===== config.mk =====
export PLATFORM = sky130hd
export DESIGN_NAME = lru_key_value_cache
export DESIGN_NICKNAME = d
export VERILOG_FILES = /design/src/sv/lru_kv_pkg.sv /design/src/sv/lru_kv_ctrl.sv /design/src/sv/lru_kv_datapath.sv /design/src/sv/lru_key_value_cache.sv
export SDC_FILE = /design/constraint.sdc
export NUM_CORES = 2
export LEC_CHECK = 0
export BUFFER_PORTS_ARGS = -buffer_cell sky130_fd_sc_hd__buf_4
export CAP_MARGIN = 20
export CORE_ASPECT_RATIO = 1.4
export CORE_UTILIZATION = 57
export DETAILED_ROUTE_END_ITERATION = 8
export GPL_TIMING_DRIVEN = 0
export PLACE_DENSITY = 0.77
export SETUP_SLACK_MARGIN = 0.2
export SLEW_MARGIN = 20
export SYNTH_ARGS = -nofsm -noshare
export SYNTH_HDL_FRONTEND = slang
export SYNTH_SLANG_ARGS = --single-unit
export TNS_END_PERCENT = 100

===== constraint.sdc =====
create_clock -name clk -period 5.2 [get_ports clk]
set_input_delay 1.04 -clock clk [delete_from_list [all_inputs] [get_ports clk]]
set_output_delay 1.04 -clock clk [all_outputs]
set_load 0.02 [all_outputs]

===== src/sv/lru_kv_pkg.sv =====
// Shared types, constants and sizes for the LRU key/value cache.
package lru_kv_pkg;

  // Number of entries in the store.
  localparam int ENTRIES = 16;
  localparam int SLOT_W  = (ENTRIES > 1) ? $clog2(ENTRIES) : 1;
  localparam int RANK_W  = SLOT_W;
  localparam int CNT_W   = $clog2(ENTRIES + 1);

  // Capacity register.
  localparam int CAP_W = 5;
  localparam logic [CAP_W-1:0] CAP_RESET = CAP_W'(16);

  // Action codes.
  localparam logic ACTION_GET = 1'b0;
  localparam logic ACTION_PUT = 1'b1;

  // Value returned by a get that misses.
  localparam logic signed [31:0] READ_MISS = -32'sd1;

  typedef struct packed {
    logic               action;
    logic signed [31:0] key;
    logic signed [31:0] value;
  } item_t;

  typedef struct packed {
    logic               hit;
    logic signed [31:0] read_value;
    logic               evicted;
    logic signed [31:0] evicted_key;
  } result_t;

  typedef enum logic [1:0] {
    ST_IDLE,
    ST_LOOKUP,
    ST_UPDATE
  } state_t;

  // Commands from the controller to the datapath.
  typedef struct packed {
    logic load;
    logic lookup;
    logic update;
  } ctrl_cmd_t;

endpackage


===== src/sv/lru_kv_ctrl.sv =====
// Controller state machine sequencing accept, lookup and update of one item.
module lru_kv_ctrl import lru_kv_pkg::*; (
  input  logic      clk,
  input  logic      rst,
  input  logic      start,
  output logic      busy,
  output logic      done,
  output ctrl_cmd_t cmd
);

  state_t state, state_next;

  // State register and result strobe.
  always_ff @(posedge clk) begin
    if (rst) begin
      state <= ST_IDLE;
      done  <= 1'b0;
    end else begin
      state <= state_next;
      done  <= (state == ST_UPDATE);
    end
  end

  // Next state and commands.
  always_comb begin
    state_next = state;
    cmd        = '0;
    busy       = 1'b1;
    unique case (state)
      ST_IDLE: begin
        busy = 1'b0;
        if (start) begin
          cmd.load   = 1'b1;
          state_next = ST_LOOKUP;
        end
      end
      ST_LOOKUP: begin
        cmd.lookup = 1'b1;
        state_next = ST_UPDATE;
      end
      ST_UPDATE: begin
        cmd.update = 1'b1;
        state_next = ST_IDLE;
      end
      default: state_next = ST_IDLE;
    endcase
  end

  // A result follows exactly one update step.
  a_done_after_update: assert property (@(posedge clk) disable iff (rst)
    done |-> $past(state) == ST_UPDATE)
    else $error("result strobe without a preceding update");

  // An accepted beat always walks lookup then update.
  a_accept_sequence: assert property (@(posedge clk) disable iff (rst)
    (start && !busy) |=> (state == ST_LOOKUP) ##1 (state == ST_UPDATE))
    else $error("accepted beat did not pass through lookup and update");

endmodule


===== src/sv/lru_kv_datapath.sv =====
// Datapath: key/value store, associative compare, recency ranks and result register.
module lru_kv_datapath import lru_kv_pkg::*; (
  input  logic             clk,
  input  logic             rst,
  input  ctrl_cmd_t        cmd,
  input  item_t            item,
  input  logic             cfg_valid,
  input  logic [CAP_W-1:0] cfg_data,
  output result_t          result
);

  localparam int CMP_W = (CNT_W > CAP_W) ? CNT_W : CAP_W;

  // Storage.
  logic [ENTRIES-1:0]             entry_valid;
  logic signed [31:0]             entry_key   [ENTRIES];
  logic signed [31:0]             entry_value [ENTRIES];
  logic [RANK_W-1:0]              recency_rank [ENTRIES];
  logic [CNT_W-1:0]               used_count;
  logic [CAP_W-1:0]               capacity;

  // Item and lookup outcome registers.
  item_t             item_q;
  logic              hit_q;
  logic              full_q;
  logic [SLOT_W-1:0] slot_q;

  // Lookup logic.
  logic [ENTRIES-1:0] match;
  logic [ENTRIES-1:0] lru_hit;
  logic               any_match;
  logic [SLOT_W-1:0]  hit_slot;
  logic [SLOT_W-1:0]  lru_slot;
  logic [SLOT_W-1:0]  free_slot;
  logic [CMP_W-1:0]   eff_cap;
  logic               full;

  // Update logic.
  logic [CNT_W-1:0]   touch_rank;

  // Capacity register, written through its own channel.
  always_ff @(posedge clk) begin
    if (rst) begin
      capacity <= CAP_RESET;
    end else if (cfg_valid) begin
      capacity <= cfg_data;
    end
  end

  // Capacity clamped to the range one to the number of entries.
  always_comb begin
    if (capacity == '0) begin
      eff_cap = CMP_W'(1);
    end else if (CMP_W'(capacity) > CMP_W'(ENTRIES)) begin
      eff_cap = CMP_W'(ENTRIES);
    end else begin
      eff_cap = CMP_W'(capacity);
    end
    full = CMP_W'(used_count) >= eff_cap;
  end

  // Associative compare; the oldest valid entry holds rank used_count minus one.
  always_comb begin
    hit_slot  = '0;
    lru_slot  = '0;
    free_slot = '0;
    for (int j = 0; j < ENTRIES; j++) begin
      match[j]   = entry_valid[j] && (entry_key[j] == item_q.key);
      lru_hit[j] = entry_valid[j] &&
                   ((CNT_W'(recency_rank[j]) + CNT_W'(1)) == used_count);
    end
    for (int j = ENTRIES - 1; j >= 0; j--) begin
      if (match[j])        hit_slot  = SLOT_W'(j);
      if (lru_hit[j])      lru_slot  = SLOT_W'(j);
      if (!entry_valid[j]) free_slot = SLOT_W'(j);
    end
    any_match = |match;
  end

  // Capture the item, then the lookup outcome.
  always_ff @(posedge clk) begin
    if (cmd.load) begin
      item_q <= item;
    end
    if (cmd.lookup) begin
      hit_q  <= any_match;
      full_q <= full;
      if (any_match) begin
        slot_q <= hit_slot;
      end else if (full) begin
        slot_q <= lru_slot;
      end else begin
        slot_q <= free_slot;
      end
    end
  end

  // Rank of the touched entry before the touch; a fresh entry counts as oldest plus one.
  always_comb begin
    if (hit_q || full_q) begin
      touch_rank = CNT_W'(recency_rank[slot_q]);
    end else begin
      touch_rank = used_count;
    end
  end

  // Control state of the store.
  always_ff @(posedge clk) begin
    if (rst) begin
      entry_valid <= '0;
      used_count  <= '0;
      for (int j = 0; j < ENTRIES; j++) begin
        recency_rank[j] <= '0;
      end
    end else if (cmd.update && (hit_q || item_q.action == ACTION_PUT)) begin
      // Age every valid entry more recent than the touched one.
      for (int j = 0; j < ENTRIES; j++) begin
        if (SLOT_W'(j) == slot_q) begin
          recency_rank[j] <= '0;
        end else if (entry_valid[j] && (CNT_W'(recency_rank[j]) < touch_rank)) begin
          recency_rank[j] <= recency_rank[j] + RANK_W'(1);
        end
      end
      if (!hit_q) begin
        entry_valid[slot_q] <= 1'b1;
        if (!full_q) begin
          used_count <= used_count + CNT_W'(1);
        end
      end
    end
  end

  // Key and value writes.
  always_ff @(posedge clk) begin
    if (cmd.update && item_q.action == ACTION_PUT) begin
      entry_value[slot_q] <= item_q.value;
      if (!hit_q) begin
        entry_key[slot_q] <= item_q.key;
      end
    end
  end

  // Result register.
  always_ff @(posedge clk) begin
    if (cmd.update) begin
      result.hit         <= hit_q;
      result.evicted     <= 1'b0;
      result.evicted_key <= '0;
      if (item_q.action == ACTION_GET) begin
        result.read_value <= hit_q ? entry_value[slot_q] : READ_MISS;
      end else begin
        result.read_value <= '0;
        if (!hit_q && full_q) begin
          result.evicted     <= 1'b1;
          result.evicted_key <= entry_key[slot_q];
        end
      end
    end
  end

  // The fill count tracks the valid bits.
  a_count_matches_valid: assert property (@(posedge clk) disable iff (rst)
    $countones(entry_valid) == used_count)
    else $error("fill count disagrees with valid bits");

  // At most one entry holds any given key.
  a_unique_match: assert property (@(posedge clk) disable iff (rst)
    cmd.lookup |-> $onehot0(match))
    else $error("duplicate key in store");

  // A full store always has an oldest entry to evict.
  a_lru_exists: assert property (@(posedge clk) disable iff (rst)
    (cmd.lookup && full) |-> $onehot(lru_hit))
    else $error("no unique least recently used entry");

endmodule


===== src/sv/lru_key_value_cache.sv =====
// Top level of the LRU key/value cache: controller plus datapath.
//
//  channel   ports                        handshake
//  --------  ---------------------------  ------------------------------
//  input     start, busy, item            beat taken when start & !busy
//  result    done, result                 one-cycle strobe, no stall
//  config    cfg_valid, cfg_ready,        beat taken when valid & ready
//            cfg_data
//
// Each item steps through accept, associative lookup over all entries,
// then the store and recency rank update; done rises in the cycle after the
// update and a new item can be accepted in that same cycle.
// Reset is synchronous and active high; it empties the store and sets
// capacity to 16. cfg_ready is always high. The receiver cannot stall.
module lru_key_value_cache import lru_kv_pkg::*; (
  input  logic             clk,
  input  logic             rst,
  input  logic             start,
  output logic             busy,
  input  item_t            item,
  output logic             done,
  output result_t          result,
  input  logic             cfg_valid,
  output logic             cfg_ready,
  input  logic [CAP_W-1:0] cfg_data
);

  ctrl_cmd_t cmd;

  assign cfg_ready = 1'b1;

  // Sequencer.
  lru_kv_ctrl u_ctrl (
    .clk   (clk),
    .rst   (rst),
    .start (start),
    .busy  (busy),
    .done  (done),
    .cmd   (cmd)
  );

  // Store and update logic.
  lru_kv_datapath u_datapath (
    .clk       (clk),
    .rst       (rst),
    .cmd       (cmd),
    .item      (item),
    .cfg_valid (cfg_valid & cfg_ready),
    .cfg_data  (cfg_data),
    .result    (result)
  );

endmodule

### After elaboration in Yosys (flattened, before gate mapping)

Memories as Yosys holds them, arrays and structs flattened. A register that Yosys moved wholly into a read port is not among the register bits.
Index checks and enable logic that the tools add are counted.

* muxes and demuxes: 250
* reduce and logical (&&, ||, !) cells: 62
* equality and inequality tests: 50
* add/sub/neg operators: 33
* bitwise logic cells: 35
* order comparisons: 20

Operator list (number)
* 32-bit equality test: 16
* 4-bit 2-to-1 mux: 85
* 1-bit 2-to-1 mux: 157
* 4-bit by 1-bit adder with 5-bit output (second input constant): 16
* 5-bit equality test: 16
* 4-bit by 5-bit less-than comparator with 1-bit output: 16
* 4-bit by 1-bit adder with 4-bit output (second input constant): 16
* 1-bit logical AND: 52
* 33-bit 2-to-1 mux: 1
* 4-bit equality test (first input constant): 8
* 32-bit 2-to-1 mux: 1
* 1-bit bitwise OR: 32
* 3-bit by 4-bit equality test with 1-bit output (first input constant): 4
* 16-bit bitwise OR: 1
* 16-bit OR reduction: 1
* 5-bit 2-to-1 mux: 3
* 2-bit by 4-bit equality test with 1-bit output (first input constant): 2
* 5-bit by 1-bit adder with 5-bit output (second input constant): 1
* 5-bit greater-or-equal comparator: 1
* 5-bit > comparator (second input constant): 1
* 5-bit zero test: 1
* 4-bit by 5-bit less-than comparator with 1-bit output (second input constant): 1
* 1-bit demux with 4-bit select: 1
* 1-bit by 4-bit equality test with 1-bit output (first input constant): 1
* other kinds (13): 16

* memories: 3
* bits in registers: 166
* output and inout port bits: 69
* logic and storage cells: 468
* bits in writable memories: 1088

Memory list
* u_datapath.entry_key: words 16, bits a word 32, rd ports 17, clocked after memory_dff 1, write ports 1, RTL line lru_kv_datapath.sv:16 `logic signed [31:0] entry_key [ENTRIES];`
* u_datapath.entry_value: words 16, bits a word 32, rd ports 1, clocked after memory_dff 1, write ports 1, RTL line lru_kv_datapath.sv:17 `logic signed [31:0] entry_value [ENTRIES];`
* u_datapath.recency_rank: words 16, bits a word 4, rd ports 17, clocked after memory_dff 1, write ports 16, RTL line lru_kv_datapath.sv:18 `logic [RANK_W-1:0] recency_rank [ENTRIES];`

### Logic depth before layout (Yosys ltp)

An unclocked memory read counts as a cell.

* depth in word-level cells: 23
* depth in mapped cells: 14

### By module

Synthesis repeated with hierarchy kept, for this count alone.

* cells, all modules: 3557
* area, all modules: 58419.8 um2

Modules (own cells, without submodules)
* lru_kv_datapath: cells each 3544, seq. area each 37385.9 um2, instances 1, area each 58279.6 um2
* lru_kv_ctrl: cells each 11, seq. area each 60.1 um2, instances 1, area each 128.9 um2
* lru_key_value_cache: cells each 2, seq. area each 0.0 um2, instances 1, area each 11.3 um2

### Least setup slack after synthesis

No wires, ideal clock.

* kind: flip-flop to flip-flop
* start: register u_ctrl.state[1]
* end: memory u_datapath.entry_key[12][0], enable pin
* arrival time: 5.061 ns
* slack: -0.284 ns
* buffers on the path: 3
* stages on the path, launching flop included: 8
* clock period less this slack: 5.484 ns
* required time: 4.777 ns
* cells stage by stage: dfxtp_1 nor2b_1 clkbuf_1 nand2_1 or2_2 clkbuf_1 clkbuf_1 nor2_1

RTL lines
* start, declared: RTL line lru_kv_ctrl.sv:11 `state_t state, state_next;`
* start signal, assigned: RTL line lru_kv_ctrl.sv:19 `state <= state_next;`
* end, declared: RTL line lru_kv_datapath.sv:16

==> flow_summary.ini <==
[status]
outcome = completed

[finish]
final_area_um2 = 67140
fin_cells = 5327
fin_util_pct = 66.47
multiInputGateArea_um2 = 20080
fin_nets = 4028
filler_cell_count = 6554
syn_to_final_growth_pct = 15.74
regArea_um2 = 37450
drive_above_1_share_pct = 23.83

[cts]
h-tree-depth = 3
clk_pin_slew_ns = 0.07
numCtsBuffers = 115
cts_buffer_depth = 3
cts.root.buffer_cell = clkbuf_16
ctsHoldBuffers = 0
clk_latency_ns = 0.78
cts_tree = yes
clkSinkCount = 1258

[route]
drtAntennaViolNets = 0
wire_per_inst_um = 45.23
routed_wl_um = 240900
routed_via_density = 7.184
route.vias.total = 38270
drtPass1Iterations = 9
drt_iter0_markers = 6311
drc = 0

[grt]
grt_pass1_vias = 37260
grt_max_degree = 46
grt_pass1_wl_um = 322400
antenna_found_initial = 8
gr-total-overflow = 0
grt_util_all_layers_pct = 47.74

[setup_path]
critPathLaunch = u_datapath.item_q[51]
r2r-start = u_datapath.item_q[51]
start_kind = register
crit_buf_inv = 2
cp.required_ns = 5.85
crit_fanout = 17
cpLargestDelayFamily = simple AND/OR/NAND/NOR gates
cpMaxStageDelayCell = xnor2_1
slowest_delay_ns = 0.90
worstSetupEndpointType = register
worstPathCellList = buf_2 -> buf_2 -> xnor2_1 -> nand4_1 -> nor4_1 -> nand4b_1 -> nand4b_1 -> nor3_1 -> nand3_1 -> nor3_1 -> o31ai_1
worstPathArrival_ns = 5.76
crit_type = reg -> reg

[timing]
finalCritPeriodShare_pct = 98.33
rsz0062_at_grt = true
slew_viol_final = 0
min_period_ns = 5.113
holdWs_ns = 0.4366
relSlewSlack_pct = 6.328
hold_viol_final = 0
worst_pin_slew_ns = 1.400
finalSetupViolations = 0
max_freq_mhz = 195.6
finalClockSkew_ns = 0.02752

[pwr]
pwr-share-seq_pct = 50.8
p_sw_mw = 5.745
powerDensity_nw_per_um2 = 335.2
p_sw_share_pct = 25.53
vdd_drop_max_uv = 435.9
power_report.internal_total_mw = 16.76
clockPowerShare_pct = 39.2
combPwrFrac_pct = 10.0
leakagePower_nw = 22.12

[die]
fp.dieW_um = 271.6
num_rows = 138
core_area_um2 = 101000
initial_core_util_pct = 57.43
io_pins = 143
die_area_um2 = 103100
die_h_um = 379.5

[logic_synthesis]
synth_area_leaders = edfxtp_1 (63%), mux4_2 (13%), xor2_1 (6.6%)
syn_area_um2 = 58010
synth_edf_count = 1225
syn_inst = 3518
seq_area_frac_synth_pct = 64.55
syn_area_per_cell_um2 = 16.49
synth.top_cell.area_share_pct = 63.41
synth_top_area_cell = edfxtp_1
ys_types = 59
synthFlopType = edfxtp_1
yosysWarnings = 0
synth_seq_cells = 1258
syn-num-nets = 3662
async_flop_share_pct = 0

[placement]
port_buffers = 139
hpwl_um = 176000
dp.cells = 5057
globalplace.congestion = 1.129
dpl-instance-area_um2 = 62680

[hold_path]
min-delay-start = item[30]
hold_path_class = in -> reg

[run]
cap_violations = 0
area by class of cell:
cell class / count / area share [%]
antenna: 15 / 0.05591
buffer: 184 / 1.286
inverter: 55 / 0.3075
timing repair buffer: 249 / 4.523
sequential: 1258 / 55.77
multi-input combinational: 2021 / 29.90
clock buffer: 140 / 4.501
tap: 1330 / 2.479
clock inverter: 75 / 1.170
routing by layer:
layer / wire [um] / share of wire (%) / vias up / GRT usage [%]
li1: - / - / 14600 / -
met1: 73140 / 30 / 19350 / 51.52
met2: 115200 / 48 / 3416 / 77.17
met3: 23410 / 9.7 / 898 / 11.56
met4: 29110 / 12 / 2 / 45.31
met5: 14 / 0.0058 / - / 0
synthesized netlist by cell type (3+ instances only):
| master | count |
|---|---|
| buf_1 | 33 |
| o21ai_1 | 3 |
| or3_1 | 12 |
| a21boi_0 | 3 |
| edfxtp_1 | 1225 |
| nand4b_1 | 13 |
| nor4bb_1 | 3 |
| o2111ai_1 | 6 |
| nand4_1 | 76 |
| nor4b_1 | 8 |
| xnor2_1 | 185 |
| and2_1 | 34 |
| buf_2 | 73 |
| nand3_1 | 91 |
| dfxtp_1 | 33 |
| a21o_1 | 5 |
| xor2_1 | 440 |
| buf_4 | 4 |
| a21oi_1 | 44 |
| nor3_1 | 60 |
| and3b_1 | 4 |
| a211o_1 | 9 |
| o21ai_0 | 31 |
| inv_1 | 55 |
| o21a_1 | 17 |
| o21bai_1 | 9 |
| nor4_1 | 175 |
| o31ai_1 | 3 |
| a31oi_1 | 5 |
| or4_1 | 16 |
| nand2b_1 | 20 |
| nand2_1 | 92 |
| a311oi_1 | 3 |
| nor2_1 | 171 |
| a2111o_1 | 4 |
| and3_1 | 10 |
| o211ai_1 | 11 |
| or3b_2 | 4 |
| nand3b_1 | 4 |
| mux4_2 | 340 |
| clkbuf_1 | 74 |
| mux2i_1 | 9 |
| nor2b_1 | 13 |
| ha_1 | 70 |
logic make-up after synthesis:
kind of cell	count (synthesis)	synth area share, %
buffers and inverters	239	1.730
AND/OR/NAND/NOR	812	7.500
other	1	0.006465
multiplexers	350	13.39
adder cells (fa/ha/maj)	70	1.510
flip-flops	1258	64.55
AO/OA/AOI/OAI	163	1.870
XOR/XNOR	625	9.437
cell usage in the layout (no fill, tap or decap), types with 24 or more instances in the layout:
master,instances
clkbuf_2,24
a21oi_1,44
clkbuf_16,115
nand2_1,92
nand4_1,76
edfxtp_1,1225
mux4_2,340
xor2_1,426
nor2_4,33
dfxtp_1,33
o21ai_0,31
nor3_1,60
buf_4,170
buf_12,29
inv_1,55
nor4_1,170
nor2_1,138
ha_1,70
buf_16,36
nand3_1,91
buf_2,83
and2_1,34
clkinv_1,25
clkbuf_1,75
xnor2_1,174
path summary, 6_finish.rpt:
| check | end | slack, ns | cells past startpoint |
|---|---|---|---|
| setup / recovery | register | 0.09 | 11 |
| hold / removal | u_datapath.item_q[30] | 0.44 | 1 |
| setup reg to reg | register | 0.09 | 11 |
| hold reg to reg | u_datapath.capacity[0] | 0.53 | 2 |
what timing repair did:
action / CTS / global route
setup buffers: 8 / 18
endpoints found under the setup margin: 133 / 33
pin swaps: 0 / 1
resized for setup: 9 / 2
through the flow:
| step | setup WS [ns] | power (mW) | setup TNS, ns |
|---|---|---|---|
| 2_1_floorplan | 0.5657 | 12.70 | 0 |
| 3_3_place_gp | -2.718 | 13.65 | -2354.73 |
| 3_5_place_dp | -0.9007 | 13.70 | -58.37 |
| 4_1_cts | 0.2932 | 22.30 | 0 |
| 5_1_grt | 0.1501 | 22.79 | 0 |
| 6_report | 0.08678 | 22.51 | 0 |
sequential cells by signal (all words and copies together), names as in the netlist, named ones only:
signal	flops
u_datapath.entry_key	512
u_datapath.entry_value	512
u_ctrl.state	2
u_datapath.entry_valid	16
u_datapath.full_q	1
u_datapath.used_count	5
u_datapath.item_q	65
u_datapath.recency_rank	64
u_datapath.slot_q	4
u_datapath.hit_q	1
u_ctrl.done	1
u_datapath.result	66
u_datapath.capacity	5
power groups by stage:
stage | clock, mW | sequential, mW | combinational, mW
6_report | 8.82 | 11.4 | 2.25
5_1_grt | 9.10 | 11.4 | 2.26
4_1_cts | 8.77 | 11.4 | 2.10
3_5_place_dp | 0 | 11.7 | 2.05
3_3_place_gp | 0 | 11.7 | 2.00
2_1_floorplan | 0 | 11.6 | 1.13
Note: power is estimated with default switching activity, not from simulation.
